### src/sv/rlpe_pkg.sv
package rlpe_pkg;

    localparam int CHAN_W    = 8;
    localparam int PCT_W     = 7;
    localparam int SHORT_W   = 16;
    localparam int LONG_W    = 20;
    localparam int LED_BITS  = 24;
    localparam int CNT_W     = 5;

    // floor(x / 100) == (x * 5243) >> 19 for every x below 43690;
    // x = chan * pct never exceeds 25500
    localparam int RECIP_100   = 5243;
    localparam int RECIP_SHIFT = 19;
    localparam int K_W         = 20;
    localparam int PCT_MAX     = 100;

    localparam int ADDR_W = 5;
    localparam int DATA_W = 32;

    localparam logic [2:0] REG_BRIGHT    = 3'd0;
    localparam logic [2:0] REG_ZERO_HIGH = 3'd1;
    localparam logic [2:0] REG_ZERO_LOW  = 3'd2;
    localparam logic [2:0] REG_ONE_HIGH  = 3'd3;
    localparam logic [2:0] REG_ONE_LOW   = 3'd4;
    localparam logic [2:0] REG_LATCH_LOW = 3'd5;

    typedef struct packed {
        logic [SHORT_W-1:0] zero_high;
        logic [SHORT_W-1:0] zero_low;
        logic [SHORT_W-1:0] one_high;
        logic [SHORT_W-1:0] one_low;
        logic [LONG_W-1:0]  latch_low;
    } t_timing;

    // brightness factor pre-multiplied by the reciprocal of 100, saturated
    function automatic logic [K_W-1:0] pct_factor(input logic [PCT_W-1:0] pct);
        logic [PCT_W-1:0] sat;
        sat = (pct > PCT_W'(PCT_MAX)) ? PCT_W'(PCT_MAX) : pct;
        return K_W'(sat) * K_W'(RECIP_100);
    endfunction

endpackage

### src/sv/rgb_led_pulse_encoder.sv
// channel | direction | handshake         | beat
// input   | in        | i_valid / o_stall | i_red, i_green, i_blue, i_last_led
// output  | out       | o_valid / i_stall | o_high_time, o_low_time, o_bit_value,
//         |           |                   | o_last_of_run
// config  | in        | APB write/read    | psel, penable, pwrite, paddr, pwdata
//
// One output beat per cycle while i_stall is low: an LED gives 24 beats (25 with
// the latch gap), and the serializer shift register paces the LEDs.
// An input beat passes through the lane multiply register and then the serializer load.
// A staged LED waits in the lane registers while the serializer drains the
// previous one. Reset is synchronous, active low, and restores the timing
// defaults; i_stall holds the current output beat.
module rgb_led_pulse_encoder (
    input  logic                          i_clk,
    input  logic                          i_rst_n,
    input  logic                          psel,
    input  logic                          penable,
    input  logic                          pwrite,
    input  logic [rlpe_pkg::ADDR_W-1:0]   paddr,
    input  logic [rlpe_pkg::DATA_W-1:0]   pwdata,
    output logic [rlpe_pkg::DATA_W-1:0]   prdata,
    output logic                          pready,
    input  logic                          i_valid,
    output logic                          o_stall,
    input  logic [rlpe_pkg::CHAN_W-1:0]   i_red,
    input  logic [rlpe_pkg::CHAN_W-1:0]   i_green,
    input  logic [rlpe_pkg::CHAN_W-1:0]   i_blue,
    input  logic                          i_last_led,
    output logic                          o_valid,
    input  logic                          i_stall,
    output logic [rlpe_pkg::SHORT_W-1:0]  o_high_time,
    output logic [rlpe_pkg::LONG_W-1:0]   o_low_time,
    output logic                          o_bit_value,
    output logic                          o_last_of_run
);
    import rlpe_pkg::*;

    logic [PCT_W-1:0]   r_bright;
    logic [K_W-1:0]     r_factor;
    t_timing            r_tm;

    logic               r_s_valid, n_s_valid;
    logic               r_s_last;

    logic               wr;
    logic [2:0]         reg_idx;
    logic               in_acc;
    logic               load;
    logic               ser_free;
    logic [CHAN_W-1:0]  sc_red, sc_green, sc_blue;

    assign pready  = 1'b1;
    assign wr      = psel && penable && pwrite;
    assign reg_idx = paddr[4:2];

    always_ff @(posedge i_clk) begin
        if (!i_rst_n) begin
            r_bright     <= PCT_W'(PCT_MAX);
            r_factor     <= pct_factor(PCT_W'(PCT_MAX));
            r_tm.zero_high <= SHORT_W'(30);
            r_tm.zero_low  <= SHORT_W'(90);
            r_tm.one_high  <= SHORT_W'(60);
            r_tm.one_low   <= SHORT_W'(60);
            r_tm.latch_low <= LONG_W'(7980);
        end else if (wr) begin
            unique case (reg_idx)
                REG_BRIGHT: begin
                    r_bright <= pwdata[PCT_W-1:0];
                    r_factor <= pct_factor(pwdata[PCT_W-1:0]);
                end
                REG_ZERO_HIGH: r_tm.zero_high <= pwdata[SHORT_W-1:0];
                REG_ZERO_LOW:  r_tm.zero_low  <= pwdata[SHORT_W-1:0];
                REG_ONE_HIGH:  r_tm.one_high  <= pwdata[SHORT_W-1:0];
                REG_ONE_LOW:   r_tm.one_low   <= pwdata[SHORT_W-1:0];
                REG_LATCH_LOW: r_tm.latch_low <= pwdata[LONG_W-1:0];
                default: ;
            endcase
        end
    end

    always_comb begin
        unique case (reg_idx)
            REG_BRIGHT:    prdata = DATA_W'(r_bright);
            REG_ZERO_HIGH: prdata = DATA_W'(r_tm.zero_high);
            REG_ZERO_LOW:  prdata = DATA_W'(r_tm.zero_low);
            REG_ONE_HIGH:  prdata = DATA_W'(r_tm.one_high);
            REG_ONE_LOW:   prdata = DATA_W'(r_tm.one_low);
            REG_LATCH_LOW: prdata = DATA_W'(r_tm.latch_low);
            default:       prdata = '0;
        endcase
    end

    // lane stage: one slot, drained when the serializer loads
    assign load    = r_s_valid && ser_free;
    assign o_stall = r_s_valid && !ser_free;
    assign in_acc  = i_valid && !o_stall;

    always_comb begin
        n_s_valid = r_s_valid;
        if (load) begin
            n_s_valid = 1'b0;
        end
        if (in_acc) begin
            n_s_valid = 1'b1;
        end
    end

    always_ff @(posedge i_clk) begin
        if (!i_rst_n) begin
            r_s_valid <= 1'b0;
        end else begin
            r_s_valid <= n_s_valid;
        end
    end

    always_ff @(posedge i_clk) begin
        if (in_acc) begin
            r_s_last <= i_last_led;
        end
    end

    rlpe_lane u_lane_red (
        .i_clk    (i_clk),
        .i_en     (in_acc),
        .i_chan   (i_red),
        .i_factor (r_factor),
        .o_scaled (sc_red)
    );

    rlpe_lane u_lane_green (
        .i_clk    (i_clk),
        .i_en     (in_acc),
        .i_chan   (i_green),
        .i_factor (r_factor),
        .o_scaled (sc_green)
    );

    rlpe_lane u_lane_blue (
        .i_clk    (i_clk),
        .i_en     (in_acc),
        .i_chan   (i_blue),
        .i_factor (r_factor),
        .o_scaled (sc_blue)
    );

    rlpe_serializer u_ser (
        .i_clk         (i_clk),
        .i_rst_n       (i_rst_n),
        .i_load        (load),
        .i_red         (sc_red),
        .i_green       (sc_green),
        .i_blue        (sc_blue),
        .i_last        (r_s_last),
        .i_tm          (r_tm),
        .i_stall       (i_stall),
        .o_free        (ser_free),
        .o_valid       (o_valid),
        .o_high_time   (o_high_time),
        .o_low_time    (o_low_time),
        .o_bit_value   (o_bit_value),
        .o_last_of_run (o_last_of_run)
    );

endmodule

### src/sv/rlpe_lane.sv
module rlpe_lane (
    input  logic                         i_clk,
    input  logic                         i_en,
    input  logic [rlpe_pkg::CHAN_W-1:0]  i_chan,
    input  logic [rlpe_pkg::K_W-1:0]     i_factor,
    output logic [rlpe_pkg::CHAN_W-1:0]  o_scaled
);
    import rlpe_pkg::*;

    localparam int PROD_W = CHAN_W + K_W;

    logic [PROD_W-1:0]  prod;
    logic [CHAN_W-1:0]  r_scaled;

    assign prod = PROD_W'(i_chan) * PROD_W'(i_factor);

    always_ff @(posedge i_clk) begin
        if (i_en) begin
            r_scaled <= prod[RECIP_SHIFT +: CHAN_W];
        end
    end

    assign o_scaled = r_scaled;

endmodule

### src/sv/rlpe_serializer.sv
module rlpe_serializer (
    input  logic                          i_clk,
    input  logic                          i_rst_n,
    input  logic                          i_load,
    input  logic [rlpe_pkg::CHAN_W-1:0]   i_red,
    input  logic [rlpe_pkg::CHAN_W-1:0]   i_green,
    input  logic [rlpe_pkg::CHAN_W-1:0]   i_blue,
    input  logic                          i_last,
    input  rlpe_pkg::t_timing             i_tm,
    input  logic                          i_stall,
    output logic                          o_free,
    output logic                          o_valid,
    output logic [rlpe_pkg::SHORT_W-1:0]  o_high_time,
    output logic [rlpe_pkg::LONG_W-1:0]   o_low_time,
    output logic                          o_bit_value,
    output logic                          o_last_of_run
);
    import rlpe_pkg::*;

    logic                r_busy, n_busy;
    logic [LED_BITS-1:0] r_word, n_word;
    logic [CNT_W-1:0]    r_cnt, n_cnt;
    logic                r_last, n_last;

    logic latch_beat;
    logic fin;
    logic out_acc;

    assign latch_beat = (r_cnt == CNT_W'(LED_BITS));
    assign fin        = latch_beat || ((r_cnt == CNT_W'(LED_BITS - 1)) && !r_last);
    assign out_acc    = r_busy && !i_stall;
    assign o_free     = !r_busy || (out_acc && fin);

    always_comb begin
        n_busy = r_busy;
        n_word = r_word;
        n_cnt  = r_cnt;
        n_last = r_last;
        if (out_acc) begin
            n_word = {r_word[LED_BITS-2:0], 1'b0};
            n_cnt  = r_cnt + CNT_W'(1);
            if (fin) begin
                n_busy = 1'b0;
            end
        end
        // green, red, blue order, msb first
        if (i_load) begin
            n_busy = 1'b1;
            n_word = {i_green, i_red, i_blue};
            n_cnt  = '0;
            n_last = i_last;
        end
    end

    always_ff @(posedge i_clk) begin
        if (!i_rst_n) begin
            r_busy <= 1'b0;
            r_cnt  <= '0;
        end else begin
            r_busy <= n_busy;
            r_cnt  <= n_cnt;
        end
    end

    always_ff @(posedge i_clk) begin
        r_word <= n_word;
        r_last <= n_last;
    end

    always_comb begin
        if (latch_beat) begin
            o_high_time = '0;
            o_low_time  = i_tm.latch_low;
            o_bit_value = 1'b0;
        end else if (r_word[LED_BITS-1]) begin
            o_high_time = i_tm.one_high;
            o_low_time  = LONG_W'(i_tm.one_low);
            o_bit_value = 1'b1;
        end else begin
            o_high_time = i_tm.zero_high;
            o_low_time  = LONG_W'(i_tm.zero_low);
            o_bit_value = 1'b0;
        end
    end

    assign o_valid       = r_busy;
    assign o_last_of_run = fin;

endmodule

### config.mk
export PLATFORM = sky130hd
export DESIGN_NAME = rgb_led_pulse_encoder
export DESIGN_NICKNAME = d
export VERILOG_FILES = /design/src/sv/rlpe_pkg.sv /design/src/sv/rgb_led_pulse_encoder.sv /design/src/sv/rlpe_lane.sv /design/src/sv/rlpe_serializer.sv
export SDC_FILE = /design/constraint.sdc
export NUM_CORES = 1
export LEC_CHECK = 0
export ABC_AREA = 1
export ABC_CLOCK_PERIOD_IN_PS = 10820
export BUFFER_PORTS_ARGS = -buffer_cell sky130_fd_sc_hd__buf_2
export CAP_MARGIN = 25
export CELL_PAD_IN_SITES_DETAIL_PLACEMENT = 2
export CELL_PAD_IN_SITES_GLOBAL_PLACEMENT = 2
export CORE_ASPECT_RATIO = 1.4
export CORE_MARGIN = 8
export CORE_UTILIZATION = 26
export DETAILED_ROUTE_END_ITERATION = 10
export PLACE_DENSITY_LB_ADDON = 0.1
export SLEW_MARGIN = 20
export SYNTH_ARGS = -nofsm -noshare
export SYNTH_HDL_FRONTEND = slang
export SYNTH_HIERARCHICAL = 1
export SYNTH_SLANG_ARGS = --single-unit
### constraint.sdc
create_clock -name i_clk -period 10.82 [get_ports i_clk]
set_input_delay 2.164 -clock i_clk [delete_from_list [all_inputs] [get_ports i_clk]]
set_output_delay 2.164 -clock i_clk [all_outputs]
set_load 0.005 [all_outputs]
Word level (Yosys, flattened, before mapping)

Cells that the tools add are included.

Flip-flop bits (word level): 168
Input port bits: 69
Output and inout bits: 73
Logic and storage cells: 72

Add/sub/neg operators: 1
$mul: 4
Magnitude comparators: 1
Eq/ne operators: 7
Muxes and demuxes: 15
Bitwise gates (word level): 1
Reduce and logical (&&, ||, !) cells: 27

Operators with widths:

| kind                  | count |
|---|---|
| $pmux 20 s6           | 1 |
| $mul 8x20->27         | 3 |
| $mux 16               | 3 |
| $mux 24               | 2 |
| $mul 7x13->20 const B | 1 |
| $mux 20               | 1 |
| $reduce_and 2->1      | 7 |
| $eq 5x5->1 const B    | 2 |
| $logic_and 1x1->1     | 8 |
| $gt 7x7->1 const B    | 1 |
| $mux 1                | 7 |
| $mux 7                | 1 |
| $eq 3x2->1 const B    | 2 |
| $eq 3x3->1 const B    | 2 |
| $reduce_bool 2->1     | 3 |
| $add 5x1->5 const B   | 1 |
| $logic_not 1->1       | 5 |
| $eq 3x1->1 const B    | 1 |
| $logic_not 3->1       | 1 |
| $logic_or 1x1->1      | 2 |
| $reduce_or 2->1       | 1 |
| $not 1->1             | 1 |

Logic depth before layout (Yosys ltp)

Gate-level depths: netlist of run 1.

Word-level depth: 10
Gate-level depth with buffers: 25
Mapped depth without buffers: 24

By module

Netlist of run 1, hierarchy kept.

By module, submodules not included:

| module                   | instances | cells each | area an instance (µm²) | sequential area each (µm²) |
|---|---|---|---|---|
| rgb_led_pulse_encoder    | 1         | 949        | 6626.4                 | 2272.2 |
| rlpe_lane (u_lane_blue)  | 1         | 842        | 5674.2                 | 240.2 |
| rlpe_lane (u_lane_red)   | 1         | 802        | 5520.3                 | 240.2 |
| rlpe_lane (u_lane_green) | 1         | 803        | 5506.5                 | 240.2 |
| rlpe_serializer          | 1         | 281        | 1984.4                 | 870.8 |

Worst setup path before layout of run 1

No wires, ideal clock.

Path type: input -> register
From: input pwdata[0] in the netlist's numbering
To: register r_factor[9]
Setup time: 0.115 ns
Data arrival time: 6.210 ns
Required time: 10.705 ns
Path slack: 4.495 ns
Stages on the path: 22
Buffers on the path: 1
Path through: clkbuf_1 -> o21ai_1 -> nand3_1 -> nand2_1 -> inv_2 -> nor2_1 -> inv_1 -> fa_1 -> fa_1 -> inv_1 -> fa_1 -> inv_1 -> fa_1 -> inv_1 -> ha_1 -> nand2_1 -> nand2_1 -> a21oi_1 -> nand2_1 -> xor2_1 -> o21ai_0 -> inv_1

Cells in the longest elaborated chain, start to end: 3

RTL lines:

| element              | line                        | source |
|---|---|---|
| start, declared      | rgb_led_pulse_encoder.sv:20 | `input logic [rlpe_pkg::DATA_W-1:0] pwdata,` |
| $gt 7x7->1           | rlpe_pkg.sv:38              | `sat = (pct > PCT_W'(PCT_MAX)) ? PCT_W'(PCT_MAX) : pct;` |
| $mux 7 *             | rlpe_pkg.sv:38              |  |
| $mul 7x13->20 *      | rlpe_pkg.sv:39              | `return K_W'(sat) * K_W'(RECIP_100);` |
| end signal, assigned | rgb_led_pulse_encoder.sv:59 | `r_factor <= pct_factor(PCT_W'(PCT_MAX));` |
| end signal, assigned | rgb_led_pulse_encoder.sv:69 | `r_factor <= pct_factor(pwdata[PCT_W-1:0]);` |
| end, declared        | rgb_led_pulse_encoder.sv:39 | `logic [K_W-1:0] r_factor;` |

Mark *: on every way between the ends. The rest lies on a longest branch, timed or not.
A chain may end at the register's enable or synchronous reset.

Worst setup path after layout of run 1

From: input pwdata[3] in the netlist's numbering
To: register r_factor[16]

The elaborated chain is that of the path after synthesis.

==> results list, run 1 <==
* Result of the run: completed
* Setup violators final: 0
- Power density over cell area: 79.8 nW/µm²
* # port buffers: 114
- Number of instances in the synthesized netlist: 3,677
* Total wirelength of the detailed-routed design: 91,400 µm
- H-tree depth: 4
* Total CTS buffers: 17
- Cells fill 28.5% of the core in the end.
* Final setup TNS: 0 ns
* Sinks on Clock Net: 168
- Routed WL per cell: 18.3 µm
- Max-cap violations in this run came to 0.
- The HPWL after detailed placement is 72,600 µm.
- Maximum count of clock buffers along a single path: 2
* Tmin final: 6.51 ns
- Critical path buffer and inverter count: 8
- Clock transition at the registers of the reported paths: 0.07 ns
* Residual antenna-violating net count after detailed routing: 0
- The first detailed-routing pass ran for 5 iterations.
* Flop and latch count out of synthesis: 168
* Slowest Stage Delay on Critical Path: 0.55 ns
- Std cell rows: 135
* Via count of the first global-routing pass: 25,800
* GR Util All Layers: 17.5%
* Number of gates resized after CTS: 0
* Detailed-route via count: 22,500
- The critical path is of the primary input to register type.
- The worst pin sits at a relative slew slack of 37.3%.
* Area Growth Syn to Fin: 8.78%
- Across the VDD grid, the largest voltage drop is 0.107 mV.
* Yosys warning count: 6
- Final Max Slew Viols: 0
* Worst Skew: 0.0124 ns
- Setup slack on the worst reg-to-reg path comes out at 5.69 ns.
- Grouping stages by cell kind, the critical path spends the most delay in adder cells.
- Core region area: 96,600 µm²
- Ports: 142
- For the worst-skew pair, the clock arrives at the later sink with an insertion delay of 0.48 ns.
- Overall die height: 385 µm
* Setup crit end kind: register
- For this configuration, the core starts out at a cell density of 26.2%.
* Commonest cells after routing, fill and taps aside: nand2_1 (1,127), inv_1 (918), fa_1 (333), nor2_1 (264), ha_1 (184)
- Unrepaired setup endpoints after global routing: no
* Detailed-route DRC error count: 0
- Walking the worst path, the cells encountered are buf_2 -> inv_1 -> nand3_1 -> nand2_1 -> inv_2 -> nor2_1 -> inv_1 -> fa_1 -> fa_1 -> inv_1 -> fa_1 -> inv_1 -> fa_1 -> inv_1 -> ha_1 -> nand2_1 -> inv_1 -> nand2_1 -> nand2_1 -> nand2_1 -> nand3_1 -> nand2_1 -> nor2_1 -> nor2_1.
- For this run the aggregate overflow at the end of global routing stands at 0.
* Most common library cell in the layout ignoring fill and taps: nand2_1
- The final critical path takes up 60.2% of the cycle.
* Largest net degree at the start of global routing: 51
* Start point of the critical path: pwdata[3]
* Quantity of hold-fixing buffers added after cts: 0
- The die covers 108,000 µm².
- Crit path launch type: primary input
* Worst path required time: 11.19 ns
- Hold WS: 0.438 ns
- Cells with a size suffix above 1 make up 6.55% of the layout.
- Overall Power: 2.20 mW
- Hold violation total from the final report: 0
* Part of the Yosys area used for sequential elements: 15.3%
- At the end of routability-driven placement, the weighted congestion stood at 0.773.
- For this run, the post-layout net count is 4,267.
* Finished layout cell area: 27,500 µm²
- The mapped netlist covers 25,300 µm².
- Lkg Pwr: 16.9 nW
* Avg Cell Area, Syn: 6.88 µm²
- Timing would allow up to 154 MHz.
- The tightest min-delay check is of the register to register type.
* Placed Instance Area: 27,000 µm²
- Wire length of the first global-routing pass: 146,000 µm
- Worst-path fanout max: 7
- For the pin with the worst max-slew slack, the measured transition is 0.941 ns.
- Initial DRC Count: 575
* Worst Hold Launch: r_s_last
- Root Driver: clkbuf_16
- CTS tree: yes
* Die X-Extent: 280 µm
* Ratio of routed vias to standard cells: 4.49
* Number of buffers inserted to repair setup after CTS: 0
- The initial antenna violation count is 2.
- At the worst endpoint, the arrival time is 6.88 ns.
* Reg2Reg Launch Point: r_factor[15]
- For this design, the slowest cell found on the critical path is fa_1.
- Number of different library cells in the post-synthesis netlist: 48
[logic make-up (layout without fill, tap and decap cells)]
group | count (synthesis) | after routing | synth area share, %
DFF | 168 | 168 | 15.3
AOI/OAI and AO/OA | 280 | 280 | 6.09
adders and majority gates | 517 | 517 | 35.4
xor gates and xnor gates | 19 | 19 | 0.657
buffers and inverters | 1099 | 1105 | 16.9
other | 2 | 14 | 0.0297
and+or+nand+nor | 1592 | 1592 | 25.6
[worst register-to-register path, cell delays in order, from the launching register on]
cell and delay (ns):
dfxtp_1 0.73, buf_4 0.38, nand2_1 0.12, fa_1 0.54, inv_1 0.06, fa_1 0.51
fa_1 0.57, inv_1 0.07, fa_1 0.54, inv_1 0.05, ha_1 0.43, nand2_1 0.15
nor2_1 0.22, inv_1 0.09, nor3_1 0.13, a21oi_1 0.11, nand3_1 0.09, nand2_1 0.09
[routing by layer]
metal  vias up  GRT usage, %  wire [µm]
met5         -             0          0
met4         0          5.56       2670
met3        98          1.78       1780
met2       235          34.1      49500
met1     11400          19.5      37400
li1      10700             -          -
[final cells by class]
class / count / area [µm²]
fill: 11800 / 69100
inverter: 928 / 3480
tap: 1301 / 1630
clock buffer: 18 / 429
antenna: 1 / 2.50
sequential: 168 / 3870
clock inverter: 14 / 101
multi-input combinational: 2421 / 17200
timing repair buffer: 145 / 811
[registers in the layout (all words and copies together) (netlist names)]
name                   count
u_ser/r_cnt                5
u_lane_blue/o_scaled       8
r_s_last                   1
u_ser/r_word              24
r_tm                      84
r_bright                   7
u_ser/o_valid              1
u_lane_red/o_scaled        8
u_lane_green/o_scaled      8
u_ser/r_last               1
r_factor                  20
r_s_valid                  1
[final timing paths]
check                            end  cells past startpoint
min reg2reg             u_ser/r_last                      0
min                     u_ser/r_last                      0
max                     r_factor[16]                     24
max reg2reg  u_lane_blue/o_scaled[7]                     17
[metrics by stage]
stage               setup slack, ns  std cells
floorplan                      4.49       3688
global placement               3.73       4962
detailed placement             3.70       4963
CTS                            4.22       4995
global route                   3.94       4996
finish                         4.31       4996
[cell usage after synthesis, drive strengths merged]
library cell	number	share of area [%]
xnor2	7	0.24
nand3	102	2.2
inv	928	14
and2	3	0.074
xor2	12	0.42
nand4	36	0.91
fa	333	26
a21oi	114	2.3
nand2	1148	17
dfxtp	118	9.3
a21boi	5	0.15
o21bai	6	0.18
conb	2	0.030
o211ai	11	0.33
nor3b	4	0.18
a221oi	2	0.069
nor4	5	0.21
nor2	278	4.3
ha	184	9.1
buf	57	1.5
a22oi	10	0.30
nor3	15	0.38
a21o	9	0.27
a31oi	16	0.40
o21ai	104	2.1
clkbuf	114	1.7
edfxtp	50	5.9
or2	1	0.025
o21a	3	0.089
[where the power goes]
part | total, mW | internal, mW | leakage, nW | switching [mW]
Sequential | 0.689 | 0.677 | 1.44 | 0.0122
Combinational | 0.923 | 0.301 | 15.2 | 0.621
Clock | 0.585 | 0.294 | 0.244 | 0.291
Total | 2.20 | 1.27 | 16.9 | 0.925
(Power assumes the default switching activity.)
==> run 2: changes to the inputs <==
- ABC_CLOCK_PERIOD_IN_PS: 10820 -> 5600
- clock period: 10.82 -> 5.6 ns (I/O delays scaled with it)
==> results list, run 2 (synthesis results as in run 1) <==
* Result of the run: completed (unchanged)
* Worst-path fanout max: 5 (was 7)
- Placed Cells incl. Taps: 5,019 (was 4,963)
- The type of destination of the critical path is a register (unchanged).
- The cell leakage power came to 17.3 nW (was 16.9 nW).
- Largest registers: r_tm x84, u_ser/r_word x24, r_factor x20 (unchanged)
* Detailed-route via count: 22,600 (was 22,500)
- Worst Hold Launch: r_s_last (unchanged)
- The number of input and output port buffers inserted was 114 (unchanged).
- Critical path buffer and inverter count: 8 (unchanged)
- Total wirelength of the detailed-routed design: 92,800 µm (was 91,400 µm)
- Worst path required time: 5.97 ns (was 11.19 ns)
* FF-to-FF path depth: 17 (unchanged)
- Worst-skew pair later-pin latency: 0.49 ns (was 0.48 ns)
* Cell breakdown of the critical path: buf_2 -> inv_1 -> nand3_1 -> nand2_1 -> inv_2 -> nor2_1 -> inv_1 -> fa_1 -> fa_1 -> inv_1 -> fa_1 -> inv_1 -> fa_1 -> inv_1 -> ha_1 -> nand2_1 -> inv_1 -> nand2_1 -> nand2_1 -> nand2_1 -> nand3_1 -> nand2_1 -> nor2_1 -> nor2_1 (unchanged)
- The number of placement rows came to 135 (unchanged).
- The boundary pin count was 142 (unchanged).
* Fill cell instance count of the final layout: 11,700 (was 11,800)
- The final clock skew is 0.0129 ns (was 0.0124 ns).
- Commonest cells after routing, fill and taps aside: nand2_1 (1,127), inv_1 (918), fa_1 (333), nor2_1 (264), ha_1 (184) (unchanged).
- Unrepaired setup endpoints after global routing: no (unchanged).
- Most common library cell in the layout ignoring fill and taps: nand2_1 (unchanged)
- The placer congestion estimate is 0.786 (was 0.773).
- The number of gates on the worst path with buffers counted was 24 (unchanged).
* Wire length of the first global-routing pass: 147,000 µm (was 146,000 µm)
* Hold violation total from the final report: 0 (unchanged)
- The reg-to-reg critical path endpoint was u_lane_red/o_scaled[4] (was u_lane_blue/o_scaled[7]).
- Final setup TNS: 0 ns (unchanged)
* Largest net degree at the start of global routing: 45 (was 51)
* Data arrival time of the critical path: 5.42 ns (was 6.88 ns)
- The total non-filler cell area in the finished layout came to 28,200 µm² (was 27,500 µm²).
* Worst-Margin Slew: 0.986 ns (was 0.941 ns)
- The effective utilization at floorplan came to 26.2% (unchanged).
- The y dimension of the die came to 385 µm (unchanged).
- Dividing the final minimum period by the clock period gives 90.1%.
- The count of nets left with antenna violations after detail routing was 0 (unchanged).
* R2R setup slack: 0.78 ns (was 5.69 ns)
* Fraction of layout instances using a drive strength above 1: 7.95% (was 6.55%)
- The number of flip-flops in the largest register was 84 (unchanged).
* Register bank with the most flops: r_tm (unchanged)
* Maximum count of clock buffers along a single path: 2 (unchanged)
* Tmin final: 5.05 ns
* Ratio of routed vias to standard cells: 4.48 (was 4.49)
- Maximum achievable frequency: 198 MHz
- The root cell of the clock tree was clkbuf_16 (unchanged).
- The starting DRC count in detailed routing came to 652 (was 575).
- Die X-Extent: 280 µm (unchanged)
* Crit path launch type: primary input (unchanged)
- Quantity of hold-fixing buffers added after cts: 0 (unchanged)
- Start point of the critical path: pwdata[3] (unchanged)
* Number of gates resized after CTS: 0 (unchanged)
* Core region area: 96,600 µm² (unchanged)
* Total CTS buffers: 17 (unchanged)
- The clock sink count is 168 (unchanged).
- H-tree depth: 4 (unchanged)
- The wire length per cell after detailed routing was 18.4 µm (was 18.3 µm).
- Via count of the first global-routing pass: 25,600 (was 25,800)
* Worst hold path cell count: 0 (unchanged)
* Setup violators final: 0 (unchanged)
- The post-CTS clock slew at the launch and capture registers of the worst setup and hold paths is 0.07 ns (about the same).
- Initial antenna violation count: 2 (unchanged)
- The number of non-filler instances in the completed layout was 5,052 (was 4,996).
* Worst VDD drop: 0.233 mV (was 0.107 mV)
- Fraction of the core area covered by cells at the end of the flow: 29.2% (was 28.5%)
- The clock tree from TritonCTS was yes (unchanged).
* Reg2Reg Launch Point: r_factor[14] (was r_factor[15])
- The total cell area at the placement stage was 27,600 µm² (was 27,000 µm²).
- DP HPWL: 75,300 µm (was 72,600 µm)
- Slowest Stage Delay on Critical Path: 0.54 ns (was 0.55 ns)
* Area Growth Syn to Fin: 11.3% (was 8.78%)
* Normalized max-slew margin: 34.1% (was 37.3%)
* Final Max Slew Viols: 0 (unchanged)
* Overflow left after global routing: 0 (unchanged)
- CP max stage cell: fa_1 (unchanged)
* Detailed-route DRC error count: 0 (unchanged)
* Number of buffers inserted to repair setup after CTS: 0 (unchanged)
- Number of optimization iterations in the first detailed-route pass: 4 (was 5)
* Kind of cell adding the most delay to the critical path: adder cells (unchanged)
* Classification of the worst setup path: primary input to register (unchanged)
- The path type of the worst min-delay path is register to register (unchanged).
- Power density over cell area: 157 nW/µm² (was 79.8 nW/µm²)
* DIE AREA: 108,000 µm² (unchanged)
* Maxcap violations: 0 (unchanged)
* Last element of the critical path: r_factor[16] (unchanged)
- The global-route usage over all layers was 17.6% (was 17.5%).
* Net count, final: 4,323 (was 4,267)
## run 2: area by class of cell
cell class	instances	area [µm²]	share of cell area (%)
tap	1301	1630	5.78
clock inverter	11	111	0.395
multi-input combinational	2421	17200	61.1
antenna	1	2.50	0.00888
timing repair buffer	201	1400	4.97
inverter	928	3480	12.4
sequential	168	3860	13.7
clock buffer	21	472	1.67
## run 2: routing by layer
metal | up-vias | part of all wire, % | GRT usage (%)
met1 | 11500 | 41 | 19.7
met4 | 0 | 3.3 | 6.07
li1 | 10800 | - | -
met5 | - | 0 | 0
met3 | 95 | 2.0 | 1.79
met2 | 232 | 54 | 34.1
## run 2: power breakdown
part           total, mW  internal [mW]  switching (mW)
Sequential          1.33           1.31          0.0243
Combinational       1.84          0.619            1.22
Clock               1.25          0.659           0.594
Total               4.43           2.58            1.84
## run 2: worst min-delay path by stage
stage                         endpoint  slack (ns)
after floorplan           u_ser/r_last        0.40
after global placement    u_ser/r_last        0.40
after detailed placement  u_ser/r_last        0.41
after CTS                 u_ser/r_last        0.43
after global routing      u_ser/r_last        0.43
final                     u_ser/r_last        0.43
## run 2: metrics by stage
stage	worst slack, ns	hold WS, ns	power (mW)
detailed placement	0.0219	0.408	3.26
finish	0.555	0.427	4.43
global placement	0.0608	0.404	3.25
CTS	0.553	0.427	4.56
floorplan	0.319	0.400	2.59
global route	0.271	0.427	4.81
==> run 3: changes to the inputs <==
==> constraint.sdc (replaced) <==
create_clock -name i_clk -period 5.6 [get_ports i_clk]
set_input_delay 1.12 -clock i_clk [delete_from_list [all_inputs] [get_ports i_clk]]
set_output_delay 1.12 -clock i_clk [all_outputs]
set_load 0.02 [all_outputs]
==> results list, run 3 (synthesis results as in run 1) <==
- The maximum VDD drop came to 0.243 mV (was 0.233 mV).
* Unrepaired setup endpoints after global routing: no (unchanged)
* Power density over cell area: 156 nW/µm² (was 157 nW/µm²)
- Worst path required time: 5.84 ns (was 5.97 ns)
- Area Growth Syn to Fin: 11.3% (about the same)
* Data arrival time of the critical path: 5.28 ns (was 5.42 ns)
* Number of optimization iterations in the first detailed-route pass: 5 (was 4)
- The number of remaining DRC errors was 0 (unchanged).
- The type of destination of the critical path was a register (unchanged).
- The count of nets left with antenna violations after detail routing was 0 (unchanged).
- The number of pins exceeding their max-slew limit in the final report came to 0 (unchanged).
- The width of the die came to 280 µm (unchanged).
* Overall Power: 4.41 mW (was 4.43 mW)
- The number of levels in the clock H-tree was 4 (unchanged).
* Sinks on Clock Net: 168 (unchanged)
- The clock tree from TritonCTS is yes (unchanged).
- The shortest clock period the worst path allows after layout came to 5.04 ns (was 5.05 ns).
- Most common library cell in the layout ignoring fill and taps: nand2_1 (unchanged)
- Hold violation total from the final report: 0 (unchanged)
- The largest net degree at the start of global routing came to 45 (unchanged).
- Largest registers: r_tm x84, u_ser/r_word x24, r_factor x20 (unchanged)
- Initial DRC Count: 625 (was 652)
- The worst path setup slack after routing came to 0.562 ns (was 0.555 ns).
- DP HPWL: 75,300 µm (about the same)
* Maximum count of clock buffers along a single path: 2 (unchanged)
- Effective utilization at floorplan: 26.2% (unchanged)
- Net count, final: 4,324 (was 4,323)
* Global-route track usage on met3: 1.59% (was 1.79%)
- FF-to-FF path depth: 20 (was 17)
- Grt peak-use layer: met2 (unchanged)
- The number of buffers added for setup after CTS was 0 (unchanged).
- Met1 usage in global routing: 19.7% (about the same)
- The destination of the worst hold path is u_ser/r_last (unchanged).
* Internal power contribution: 2.55 mW (was 2.58 mW)
- The number of placement rows was 135 (unchanged).
* R2R setup slack: 0.79 ns (was 0.78 ns)
- Worst-skew pair later-pin latency: 0.48 ns (was 0.49 ns)
- Maxcap violations: 0 (unchanged)
- The final setup violation count was 0 (unchanged).
* Overall die height: 385 µm (unchanged)
* Hold WS: 0.424 ns (was 0.427 ns)
- Worst-path fanout max: 11 (was 5)
- Wire length of the first global-routing pass: 148,000 µm (was 147,000 µm)
* Via count of the first global-routing pass: 25,700 (was 25,600)
- The initial antenna violation count is 2 (unchanged).
- Detailed-route via count: 22,600 (about the same)
- The total cell area at the placement stage came to 27,600 µm² (unchanged).
- The critical setup path kind was primary input to register (unchanged).
- Commonest cells after routing, fill and taps aside: nand2_1 (1,127), inv_1 (918), fa_1 (333), nor2_1 (264), ha_1 (184) (unchanged)
* Lkg Pwr: 17.3 nW (about the same)
* Worst-Margin Slew: 0.896 ns (was 0.986 ns)
- Worst Skew: 0.0132 ns (was 0.0129 ns)
- The switching portion of total power is 42.1% (was 41.6%).
- Root Driver: clkbuf_16 (unchanged)
- DIE AREA: 108,000 µm² (unchanged)
- The number of vias per cell was 4.47 (was 4.48).
- Core region area: 96,600 µm² (unchanged)
- The number of hold buffers added after CTS is 0 (unchanged).
- The sum of negative setup slack came to 0 ns (unchanged).
- The launching element type of the critical path was a primary input (unchanged).
* Reg2Reg Launch Point: r_factor[6] (was r_factor[14])
* Combinational group share of total power: 42.5% (was 41.6%)
- Register share of total power: 30.2% (was 30.1%)
- Fraction of the core area covered by cells at the end of the flow: 29.2% (about the same)
* Normalized max-slew margin: 40.1% (was 34.1%)
- Clock transition at the registers of the reported paths: 0.07 ns (about the same)
- The number of non-filler instances in the completed layout came to 5,053 (was 5,052).
- The post-cts resize count came to 0 (unchanged).
- Ports: 142 (unchanged)
* Total CTS buffers: 17 (unchanged)
* Placed Cells incl. Taps: 5,019 (unchanged)
- Maximum achievable frequency: 198 MHz (about the same)
- Clk pwr share: 27.3% (was 28.3%)
- The start point of the worst min-delay path was r_s_last (unchanged).
- Sw power: 1.85 mW (was 1.84 mW)
- The number of flip-flops in the largest register came to 84 (unchanged).
* # port buffers: 114 (unchanged)
- GR Util All Layers: 17.7% (was 17.6%)
* Last weighted congestion value of the routability-driven placer: 0.787 (was 0.786)
- The total non-filler cell area in the finished layout came to 28,200 µm² (about the same).
- Met2 Resource Use GR: 35.1% (was 34.1%)
- The final clock period utilization by the worst path is 90.0% (was 90.1%).
- Overflow left after global routing: 0 (unchanged)
- The total length of routed wires was 92,800 µm (about the same).
- Placement-stage worst setup slack: 0.0139 ns (was 0.0219 ns)
- The fraction of final layout cells sized beyond drive strength 1 was 8.00% (was 7.95%).
- The worst hold path stage count was 0 (unchanged).
* Routed WL per cell: 18.4 µm (about the same)
* Classification of the worst-slack hold path: register to register (unchanged)
- The reg-to-reg critical path endpoint is u_lane_green/o_scaled[0] (was u_lane_red/o_scaled[4]).
- The largest register by flop count is r_tm (unchanged).
* Result of the run: completed (unchanged)
==> run 3: metal layers <==
| metal | wire, µm | up-vias |
|---|---|---|
| met5 | 0 | - |
| met3 | 1820 | 71 |
| li1 | - | 10900 |
| met2 | 51100 | 222 |
| met4 | 2200 | 0 |
| met1 | 37700 | 11500 |
==> run 3: area by class of cell <==
class,instances,area (µm²)
diodes,1,2.50
fillers,11700,68400
multi-input cells,2421,17200
flip-flops and latches,168,3860
clock buffers,21,482
well taps,1301,1630
inverters,928,3480
clock inverters,11,85.1
repair buffers,202,1420
==> run 3: power groups by stage <==
stage / registers [mW] / logic (mW) / clock network (mW)
floorplan: 1.35 / 1.27 / 0
global placement: 1.36 / 1.91 / 0
detailed placement: 1.36 / 1.94 / 0
CTS: 1.33 / 1.95 / 1.26
global route: 1.34 / 2.18 / 1.30
finish: 1.33 / 1.87 / 1.20
==> run 3: worst max path at each step <==
stage	cells after the start	from	endpoint	slack, ns
after detailed placement	21	i_blue[4]	u_lane_blue/o_scaled[6]	0.01
after global routing	24	pwdata[3]	r_factor[15]	0.29
after global placement	21	i_blue[4]	u_lane_blue/o_scaled[6]	0.06
after floorplan	22	pwdata[0]	r_factor[9]	0.32
final	21	i_green[2]	u_lane_green/o_scaled[0]	0.56
after CTS	21	i_blue[4]	u_lane_blue/o_scaled[6]	0.54
==> run 3: critical path, cell delays in order <==
cell and delay (ns):
buf_2 0.34, buf_4 0.29, nand2_1 0.07, inv_1 0.09
fa_1 0.42, fa_1 0.52, fa_1 0.52, inv_1 0.05
fa_1 0.49, inv_1 0.05, ha_1 0.31, nand2_1 0.19
inv_1 0.08, nand2_1 0.07, nand2_1 0.05, nand2_1 0.07
nand2_1 0.06, a21oi_1 0.25, nand2_1 0.09, nand2_1 0.07
nand2_1 0.06
